--- config.mk ---
export PLATFORM = sky130hd
export DESIGN_NAME = accumulator_instruction_executor
export DESIGN_NICKNAME = d
export VERILOG_FILES = /design/src/hdl/aie_pkg.sv /design/src/hdl/aie_ram.sv /design/src/hdl/aie_alu.sv /design/src/hdl/accumulator_instruction_executor.sv
export SDC_FILE = /design/constraint.sdc
export NUM_CORES = 2
export LEC_CHECK = 0
export BUFFER_PORTS_ARGS = -buffer_cell sky130_fd_sc_hd__clkbuf_2
export CAP_MARGIN = 20
export CORE_MARGIN = 2
export CORE_UTILIZATION = 55
export CTS_BUF_LIST = sky130_fd_sc_hd__clkbuf_16
export DETAILED_ROUTE_END_ITERATION = 6
export PLACE_DENSITY = 0.71
export REMOVE_ABC_BUFFERS = 1
export SYNTH_ARGS = -nofsm -noshare
export SYNTH_HDL_FRONTEND = slang
export SYNTH_SLANG_ARGS = --single-unit
export TNS_END_PERCENT = 50
--- constraint.sdc ---
create_clock -name clk -period 6.84 [get_ports clk]
set_input_delay 1.368 -clock clk [delete_from_list [all_inputs] [get_ports clk]]
set_output_delay 1.368 -clock clk [all_outputs]
set_load 0.01 [all_outputs]
--- src/hdl/aie_pkg.sv ---
// ----------------------------------------------------------------------------
// aie_pkg
// shared types, command and status codes for the accumulator instruction executor
// ----------------------------------------------------------------------------
package aie_pkg;

	localparam int NUM_VARIABLES = 26;
	localparam int DATA_WIDTH    = 32;
	localparam int VAR_AW        = (NUM_VARIABLES > 1) ? $clog2(NUM_VARIABLES) : 1;

	// command codes
	localparam logic [3:0] CMD_CLEAR = 4'd0;
	localparam logic [3:0] CMD_LOAD  = 4'd1;
	localparam logic [3:0] CMD_STORE = 4'd2;
	localparam logic [3:0] CMD_ADD   = 4'd3;
	localparam logic [3:0] CMD_SUB   = 4'd4;
	localparam logic [3:0] CMD_MUL   = 4'd5;
	localparam logic [3:0] CMD_DIV   = 4'd6;
	localparam logic [3:0] CMD_READ  = 4'd7;
	localparam logic [3:0] CMD_WRITE = 4'd8;
	localparam logic [3:0] CMD_HALT  = 4'd9;

	// status codes
	localparam logic [1:0] STAT_OK      = 2'd0;
	localparam logic [1:0] STAT_DIVZERO = 2'd1;
	localparam logic [1:0] STAT_HALTED  = 2'd2;
	localparam logic [1:0] STAT_UNSET   = 2'd3;

	typedef struct packed {
		logic [3:0]         cmd;
		logic               operand_is_variable;
		logic [13:0]        immediate;
		logic [4:0]         variable_index;
		logic signed [31:0] read_value;
	} req_t;

	typedef struct packed {
		logic signed [31:0] accumulator_out;
		logic               write_valid;
		logic signed [31:0] write_value;
		logic [1:0]         status;
		logic               halted_out;
	} rsp_t;

	// control from the sequencer to the shared arithmetic unit
	typedef struct packed {
		logic start;
		logic is_div;
	} alu_ctl_t;

	typedef struct packed {
		logic                  done;
		logic [DATA_WIDTH-1:0] result;
	} alu_rsp_t;

endpackage

--- src/hdl/aie_ram.sv ---
// ----------------------------------------------------------------------------
// aie_ram
// generic single write port ram with registered read
// ----------------------------------------------------------------------------
module aie_ram #(
	parameter int WIDTH = 32,
	parameter int DEPTH = 26,
	parameter int AW    = (DEPTH > 1) ? $clog2(DEPTH) : 1
) (
	input  logic             clk,
	input  logic             we,
	input  logic [AW-1:0]    waddr,
	input  logic [WIDTH-1:0] wdata,
	input  logic [AW-1:0]    raddr,
	output logic [WIDTH-1:0] rdata
);

	logic [WIDTH-1:0] mem_q [DEPTH];
	logic [WIDTH-1:0] rdata_q;

	always_ff @(posedge clk) begin
		if (we) begin
			mem_q[waddr] <= wdata;
		end
		rdata_q <= mem_q[raddr];
	end

	assign rdata = rdata_q;

endmodule

--- src/hdl/aie_alu.sv ---
// ----------------------------------------------------------------------------
// aie_alu
// shared shift-add multiplier and restoring divider, one bit per cycle
// ----------------------------------------------------------------------------
module aie_alu (
	input  logic                                clk,
	input  logic                                arst_n,
	input  aie_pkg::alu_ctl_t                   ctl,
	input  logic [aie_pkg::DATA_WIDTH-1:0]      a,
	input  logic [aie_pkg::DATA_WIDTH-1:0]      b,
	output aie_pkg::alu_rsp_t                   rsp
);

	localparam int DW = aie_pkg::DATA_WIDTH;
	localparam int CW = $clog2(DW);

	typedef enum logic [1:0] {
		ALU_IDLE,
		ALU_RUN,
		ALU_FIX
	} alu_state_t;

	alu_state_t      state_q;
	logic [CW-1:0]   cnt_q;
	logic            is_div_q;
	logic            neg_q;
	logic [DW-1:0]   p_q;
	logic [DW-1:0]   q_q;
	logic [DW-1:0]   m_q;
	logic            done_q;
	logic [DW-1:0]   result_q;

	logic [DW-1:0]   shifted_rem;
	logic [DW-1:0]   add_x;
	logic [DW-1:0]   add_y;
	logic [DW:0]     sum;
	logic [DW-1:0]   a_mag;
	logic [DW-1:0]   b_mag;

	// one adder serves both: accumulate for mul, trial subtract for div
	always_comb begin
		shifted_rem = {p_q[DW-2:0], q_q[DW-1]};
		add_x       = is_div_q ? shifted_rem : p_q;
		add_y       = is_div_q ? ~m_q : m_q;
		sum         = {1'b0, add_x} + {1'b0, add_y} + (DW+1)'(is_div_q);
		a_mag       = a[DW-1] ? (~a + DW'(1)) : a;
		b_mag       = b[DW-1] ? (~b + DW'(1)) : b;
	end

	always_ff @(posedge clk or negedge arst_n) begin
		if (!arst_n) begin
			state_q <= ALU_IDLE;
			done_q  <= 1'b0;
		end else begin
			done_q <= 1'b0;
			unique case (state_q)
				ALU_IDLE: begin
					if (ctl.start) begin
						is_div_q <= ctl.is_div;
						neg_q    <= a[DW-1] ^ b[DW-1];
						p_q      <= '0;
						q_q      <= ctl.is_div ? a_mag : b;
						m_q      <= ctl.is_div ? b_mag : a;
						cnt_q    <= CW'(DW - 1);
						state_q  <= ALU_RUN;
					end
				end
				ALU_RUN: begin
					if (is_div_q) begin
						if (sum[DW]) begin
							p_q <= sum[DW-1:0];
							q_q <= {q_q[DW-2:0], 1'b1};
						end else begin
							p_q <= shifted_rem;
							q_q <= {q_q[DW-2:0], 1'b0};
						end
					end else begin
						if (q_q[0]) begin
							p_q <= sum[DW-1:0];
						end
						m_q <= {m_q[DW-2:0], 1'b0};
						q_q <= {1'b0, q_q[DW-1:1]};
					end
					cnt_q <= cnt_q - CW'(1);
					if (cnt_q == '0) begin
						state_q <= ALU_FIX;
					end
				end
				ALU_FIX: begin
					// quotient sign fix, min / -1 wraps naturally
					if (is_div_q) begin
						result_q <= neg_q ? (~q_q + DW'(1)) : q_q;
					end else begin
						result_q <= p_q;
					end
					done_q  <= 1'b1;
					state_q <= ALU_IDLE;
				end
				default: begin
					state_q <= ALU_IDLE;
				end
			endcase
		end
	end

	assign rsp.done   = done_q;
	assign rsp.result = result_q;

endmodule

--- src/hdl/accumulator_instruction_executor.sv ---
// ----------------------------------------------------------------------------
// accumulator_instruction_executor
// executes one decoded instruction of a small accumulator machine per request
// ----------------------------------------------------------------------------
// usage
//   request channel: req_valid / req_stall / req_data carry one decoded
//   instruction; it is taken at a rising edge with req_valid high and
//   req_stall low
//   response channel: rsp_valid / rsp_stall / rsp_data return exactly one
//   result per request, in order; rsp_data holds while a valid response is stalled
//   sequence: clear, load, store, add, sub, read, write, halt and ignored
//   requests pass from fetch to done and into the output register; mul and
//   div that start the shared shift-add / restoring divide unit wait in busy
//   while it retires one bit per cycle, then a fix step with the quotient sign
//   throughput: one request in flight; req_stall is low only while the
//   sequencer is idle, so a new request is taken while the previous
//   response still waits in the output register
//   a stalled receiver holds the finished result in the sequencer until
//   the output register frees up
//   reset: accumulator zero, halted clear, all variable set marks clear;
//   no clearing pass, variable values are only read once marked set
// ----------------------------------------------------------------------------
module accumulator_instruction_executor (
	input  logic          clk,
	input  logic          arst_n,
	input  logic          req_valid,
	output logic          req_stall,
	input  aie_pkg::req_t req_data,
	output logic          rsp_valid,
	input  logic          rsp_stall,
	output aie_pkg::rsp_t rsp_data
);

	localparam int DW = aie_pkg::DATA_WIDTH;
	localparam int NV = aie_pkg::NUM_VARIABLES;
	localparam int AW = aie_pkg::VAR_AW;

	typedef enum logic [1:0] {
		SEQ_IDLE,
		SEQ_FETCH,
		SEQ_BUSY,
		SEQ_DONE
	} seq_state_t;

	seq_state_t        state_q;
	aie_pkg::req_t     req_q;
	logic [DW-1:0]     acc_q;
	logic              halted_q;
	logic [NV-1:0]     set_q;
	logic [1:0]        status_q;
	logic              wvalid_q;
	logic [31:0]       wvalue_q;
	logic              rsp_valid_q;
	aie_pkg::rsp_t     rsp_q;
	logic              rsp_load;

	// variable store
	logic [AW-1:0]     ram_raddr;
	logic [AW-1:0]     var_addr;
	logic [DW-1:0]     ram_rdata;
	logic              ram_we;
	logic [DW-1:0]     ram_wdata;

	// shared arithmetic unit
	aie_pkg::alu_ctl_t alu_ctl;
	aie_pkg::alu_rsp_t alu_rsp;

	// execute stage results
	logic              in_range;
	logic              have_opnd;
	logic [DW-1:0]     opnd;
	logic [DW-1:0]     ex_acc;
	logic              ex_halted;
	logic [1:0]        ex_status;
	logic              ex_wvalid;
	logic [31:0]       ex_wvalue;
	logic              ex_set;

	assign req_stall = (state_q != SEQ_IDLE);
	assign ram_raddr = AW'(req_data.variable_index);
	assign var_addr  = AW'(req_q.variable_index);

	// finished result moves into the output register this cycle
	assign rsp_load  = (state_q == SEQ_DONE) && (!rsp_valid_q || !rsp_stall);

	aie_ram #(
		.WIDTH (DW),
		.DEPTH (NV),
		.AW    (AW)
	) u_var_ram (
		.clk   (clk),
		.we    (ram_we),
		.waddr (var_addr),
		.wdata (ram_wdata),
		.raddr (ram_raddr),
		.rdata (ram_rdata)
	);

	aie_alu u_alu (
		.clk    (clk),
		.arst_n (arst_n),
		.ctl    (alu_ctl),
		.a      (acc_q),
		.b      (opnd),
		.rsp    (alu_rsp)
	);

	// decode and execute, valid in the fetch cycle when the ram data has landed
	always_comb begin
		in_range  = (int'(req_q.variable_index) < NV);
		have_opnd = !req_q.operand_is_variable || (in_range && set_q[var_addr]);
		opnd      = req_q.operand_is_variable ? ram_rdata : DW'(req_q.immediate);

		ex_acc        = acc_q;
		ex_halted     = halted_q;
		ex_status     = aie_pkg::STAT_OK;
		ex_wvalid     = 1'b0;
		ex_wvalue     = '0;
		ex_set        = 1'b0;
		ram_wdata     = (req_q.cmd == aie_pkg::CMD_STORE) ? acc_q : DW'(req_q.read_value);
		alu_ctl.start  = 1'b0;
		alu_ctl.is_div = (req_q.cmd == aie_pkg::CMD_DIV);

		if (req_q.cmd == aie_pkg::CMD_CLEAR) begin
			// clear also wakes a halted machine
			ex_acc    = '0;
			ex_halted = 1'b0;
		end else if (halted_q) begin
			ex_status = aie_pkg::STAT_HALTED;
		end else begin
			unique case (req_q.cmd) inside
				aie_pkg::CMD_HALT: begin
					ex_halted = 1'b1;
				end
				aie_pkg::CMD_STORE, aie_pkg::CMD_READ: begin
					// immediate target: nothing to write
					if (req_q.operand_is_variable) begin
						if (in_range) begin
							ex_set = 1'b1;
						end else begin
							ex_status = aie_pkg::STAT_UNSET;
						end
					end
				end
				aie_pkg::CMD_LOAD, aie_pkg::CMD_ADD, aie_pkg::CMD_SUB,
				aie_pkg::CMD_MUL, aie_pkg::CMD_DIV, aie_pkg::CMD_WRITE: begin
					if (!have_opnd) begin
						ex_status = aie_pkg::STAT_UNSET;
					end else begin
						unique case (req_q.cmd)
							aie_pkg::CMD_LOAD:  ex_acc = opnd;
							aie_pkg::CMD_ADD:   ex_acc = acc_q + opnd;
							aie_pkg::CMD_SUB:   ex_acc = acc_q - opnd;
							aie_pkg::CMD_MUL:   alu_ctl.start = (state_q == SEQ_FETCH);
							aie_pkg::CMD_DIV: begin
								if (opnd == '0) begin
									ex_status = aie_pkg::STAT_DIVZERO;
								end else begin
									alu_ctl.start = (state_q == SEQ_FETCH);
								end
							end
							default: begin
								ex_wvalid = 1'b1;
								ex_wvalue = 32'($signed(opnd));
							end
						endcase
					end
				end
				default: begin
					// unused command codes do nothing
				end
			endcase
		end

		ram_we = (state_q == SEQ_FETCH) && ex_set;
	end

	always_ff @(posedge clk or negedge arst_n) begin
		if (!arst_n) begin
			state_q     <= SEQ_IDLE;
			acc_q       <= '0;
			halted_q    <= 1'b0;
			set_q       <= '0;
			rsp_valid_q <= 1'b0;
		end else begin
			if (rsp_load) begin
				rsp_valid_q <= 1'b1;
			end else if (!rsp_stall) begin
				rsp_valid_q <= 1'b0;
			end
			unique case (state_q)
				SEQ_IDLE: begin
					if (req_valid) begin
						req_q   <= req_data;
						state_q <= SEQ_FETCH;
					end
				end
				SEQ_FETCH: begin
					acc_q    <= ex_acc;
					halted_q <= ex_halted;
					status_q <= ex_status;
					wvalid_q <= ex_wvalid;
					wvalue_q <= ex_wvalue;
					if (ex_set) begin
						set_q[var_addr] <= 1'b1;
					end
					state_q <= alu_ctl.start ? SEQ_BUSY : SEQ_DONE;
				end
				SEQ_BUSY: begin
					if (alu_rsp.done) begin
						acc_q   <= alu_rsp.result;
						state_q <= SEQ_DONE;
					end
				end
				SEQ_DONE: begin
					// hand over once the output register is free
					if (rsp_load) begin
						rsp_q.accumulator_out <= 32'($signed(acc_q));
						rsp_q.write_valid     <= wvalid_q;
						rsp_q.write_value     <= wvalue_q;
						rsp_q.status          <= status_q;
						rsp_q.halted_out      <= halted_q;
						state_q               <= SEQ_IDLE;
					end
				end
				default: begin
					state_q <= SEQ_IDLE;
				end
			endcase
		end
	end

	assign rsp_valid = rsp_valid_q;
	assign rsp_data  = rsp_q;

endmodule

==> flow_summary_export.csv <==
group,metric,value,unit
min_path,hold_class,"flip-flop to flip-flop",
min_path,worstHoldEndpoint,"rsp_data[14]",
route,firstDrtPassIters,7,
global_route,grt_max_degree,114,
setup_path,required,7.49,ns
setup_path,critPathMostFrequentCell,"o21ai_0",
sta,clock_skew,0.0380,ns
sta,min_period_over_period,82.2,%
setup_path,start_kind,"flip-flop",
sta,maxSlewHeadroom,24.2,%
sta,worst_pin_slew,1.13,ns
clock_network,clock_latency,0.74,ns
die,start_util,55.4,%
global_route,track_usage,27.2,%
setup_path,cp_max_fo,15,
yosys,ys_seq_area_share,66.4,%
yosys,yosysTopAreaCell,"edfxtp_1",
clock_network,post_cts_buffers,0,
route,drc_errors,0,
power_and_ir_drop,power_density,332,nW/um2
route,maxUsedRoutingLayer,"met5",
route,drt_iter0_markers,3654,
sta,hold_violations,0,
sta,period_minus_slack,5.62,ns
die,die_y,318,um
setup_path,criticalPathCategory,"flip-flop to flip-flop",
layout,syn_to_final_growth,12.0,%
setup_path,cp_slowest_cell,"edfxtp_1",
global_route,grt_pass1_wl,203000,um
yosys,synth_top_area_share,62.3,%
setup_path,critPathMaxStageDelay,0.73,ns
power_and_ir_drop,p_leak,20.9,nW
sta,setup_viol,0,
route,vias,31600,
place,dpl.hpwl,82200,um
layout,multi_input_area,17600,um2
yosys,synth-edff-count,1126,
die,fp.coreArea,98100,um2
layout,fill_cells,7173,
yosys,syn_area,54300,um2
clock_network,path_clk_slew,0.07,ns
die,ioPinCount,130,
place,portBuffers,129,
min_path,whs_path_depth,0,
clock_network,numCtsBuffers,121,
clock_network,htree_levels,3,
sta,setup_tns,0,ns
layout,final-seq-area,36100,um2
sta,grt_setup_unrepaired,"no",
route,viasPerCell,6.27,
clock_network,tritoncts,"yes",
clock_network,cts.sinks,1223,
route,routed_wl,137000,um
job,maxCapViolCount,0,
power_and_ir_drop,ir_drop,0.224,mV
clock_network,post_cts_resize_count,0,
place,place.gp.congestion,0.898,
setup_path,ff2ff_path_depth,20,
yosys,ys_seq_elements,1223,
global_route,grt_remaining_overflow,0,
clock_network,cts-hold-fix-buffers,0,
route,met2_length,65900,um
status,status,"finished, final reports clean",
layout,layout-drive-gt1-share,21.1,%
sta,max_freq,0.178,GHz
route,wl_per_cell,27.2,um
min_path,hp-start,"wvalue_q[11]",
yosys,ys.flop_type,"edfxtp_1",
yosys,syn_avg_cell_area,15.4,um2
setup_path,worstSetupEndpointType,"flip-flop",
global_route,first_global_vias,31000,
setup_path,crit_arrival,6.27,ns
sta,hold_ws,0.416,ns
clock_network,clockBufferDepth,3,
die,die-area,101000,um2
route,routedLengthMet1,56200,um
yosys,async_flop_share,5.31,%
die,fp.dieW,318,um
setup_path,r2r-start,"req_q[51]",
route,route.met3.wl,10800,um
setup_path,regToRegSetupSlack,1.22,ns
clock_network,cts_root_buf,"clkbuf_16",
layout,final_nets,3783,
yosys,netlist_top_cells_area,"edfxtp_1 62%, mux4_2 9.5%, dfrtp_1 3.0%",
die,rows,115,
global_route,antenna_found_initial,6,
setup_path,cp_cell_sequence,"mux2i_1, ha_1, o221ai_1, buf_4, nor3_1, nand3_1, nor2_1, o21ai_0, o21ai_0, a32oi_1, ha_1, and3_1, and4_1, o2111ai_1, nand3_1, a41oi_1, o21ai_0, a21oi_1, nand4b_1, a21oi_1",
route,ant_nets,0,
sta,drv_slew,0,
setup_path,r2r-end,"acc_q[31]",
yosys,synth_cells,3523,
yosys,synth_cell_type_count,84,
yosys,yosys_warnings,0,
-- synthesized netlist by cell type, types with 7 or more instances --
master and instances:
or4_1 8, o21a_1 12, inv_1 38, or3_1 16
a31oi_1 22, or2_2 30, and3_1 12, dfxtp_1 32
nor2b_1 49, o41ai_1 7, a211oi_1 54, xnor2_1 96
buf_2 8, dfrtp_1 65, a221oi_1 16, mux4_2 230
mux2_2 98, buf_1 41, ha_1 72, nand3_1 27
nand2_1 206, and2_1 7, o211ai_1 26, o31ai_1 26
o21bai_1 7, a21oi_1 204, o21ai_0 160, nand4_1 13
nand2b_1 25, mux2i_1 100, edfxtp_1 1126, nor2_1 271
xor2_1 94, a22oi_1 7, nor3b_1 11, a21o_1 21
nor3_1 24, clkbuf_1 152, a32oi_1 13
-- how the worst max path moves through the flow --
stage                     slack [ns]      startpoint           end  cells after the start
final                           1.22       req_q[51]     acc_q[31]                     20
after global routing            0.76       req_q[51]     acc_q[31]                     19
after CTS                       1.32       req_q[51]     acc_q[31]                     20
after detailed placement        1.36       req_q[51]     acc_q[31]                     20
after global placement          1.45       req_q[51]     acc_q[31]                     20
after floorplan                -1.88  u_alu.is_div_q  u_alu.p_q[0]                     11
-- routing by layer --
layer | global-route usage, % | vias up
met5 | 0 | -
met4 | 9.10 | 2
met3 | 3.99 | 214
met2 | 43.7 | 1355
met1 | 38.5 | 16000
li1 | - | 14000
-- metrics by stage --
stage / instances / utilization [%] / total power, mW / setup WS (ns) / instance area, um2
finish: 5043 / 62.0 / 20.2 / 1.22 / 60800
global route: 5042 / 62.0 / 21.0 / 0.762 / 60800
CTS: 5042 / 62.0 / 20.2 / 1.32 / 60800
detailed placement: 4813 / 57.8 / 13.5 / 1.36 / 56700
global placement: 4812 / 57.8 / 13.4 / 1.45 / 56700
floorplan: 3319 / - / 12.1 / -1.88 / 53500
-- logic make-up (layout without fill, tap and decap cells) --
family / after synthesis / after routing / share of synthesized area (%)
adders and majority gates: 74 / 74 / 1.73
muxes: 429 / 429 / 13.4
and+or+nand+nor: 727 / 727 / 6.25
DFF: 1223 / 1223 / 66.4
xor gates and xnor gates: 190 / 190 / 3.06
other: 0 / 1 / 0
AOI/OAI and AO/OA: 637 / 637 / 7.37
buffers and inverters: 243 / 475 / 1.72
-- layout make-up --
type                    count  share of cell area [%]
diodes                      1                 0.00411
clock buffers             122                    5.02
clock inverters           107                    1.69
inverters                  39                   0.241
multi-input cells        2057                    28.9
flip-flops and latches   1223                    59.3
well taps                1287                    2.65
repair buffers            207                    2.18
-- registers in the layout (all words and copies together) (netlist names), 2 cells and up --
name / flops
status_q: 2
req_q: 51
rsp_data: 68
u_var_ram.rdata: 32
u_alu.result_q: 32
u_alu.q_q: 32
u_alu.cnt_q: 5
u_var_ram.mem_q: 832
set_q: 26
wvalue_q: 32
u_alu.m_q: 32
u_alu.state_q: 2
acc_q: 32
state_q: 2
u_alu.p_q: 32
var_addr: 5
-- report_power, final --
group | switching (mW) | internal (mW) | total [mW]
combinational | 2.45 | 1.50 | 3.95
clock | 2.89 | 3.90 | 6.79
sequential | 0.571 | 8.85 | 9.42
-- cells in the final DEF (no fill, tap or decap), types with 30 or more instances in the layout --
| master | synthesis | routed |
|---|---|---|
| dfrtp_1 | 65 | 65 |
| nor2_1 | 271 | 243 |
| a21oi_1 | 204 | 202 |
| mux2i_1 | 100 | 100 |
| nand2_1 | 206 | 205 |
| mux2_2 | 98 | 98 |
| edfxtp_1 | 1126 | 1126 |
| xnor2_1 | 96 | 96 |
| clkinv_1 | 1 | 31 |
| dfxtp_1 | 32 | 32 |
| ha_1 | 72 | 72 |
| mux4_2 | 230 | 230 |
| inv_1 | 38 | 60 |
| clkbuf_16 | 0 | 122 |
| clkbuf_2 | 1 | 124 |
| a211oi_1 | 54 | 54 |
| xor2_1 | 94 | 94 |
| o21ai_0 | 160 | 159 |
| or2_2 | 30 | 30 |
| nor2b_1 | 49 | 48 |
| buf_4 | 0 | 75 |
-- critical path, delay by kind of cell, from the launching register on --
family	cells	cell delay, ns
compound gates	9	1.44
flops	1	0.73
fa+ha+maj	2	0.71
mux	1	0.60
buf+inv	1	0.19
simple gates	7	1.87
Power figures use the tool's default switching activity.
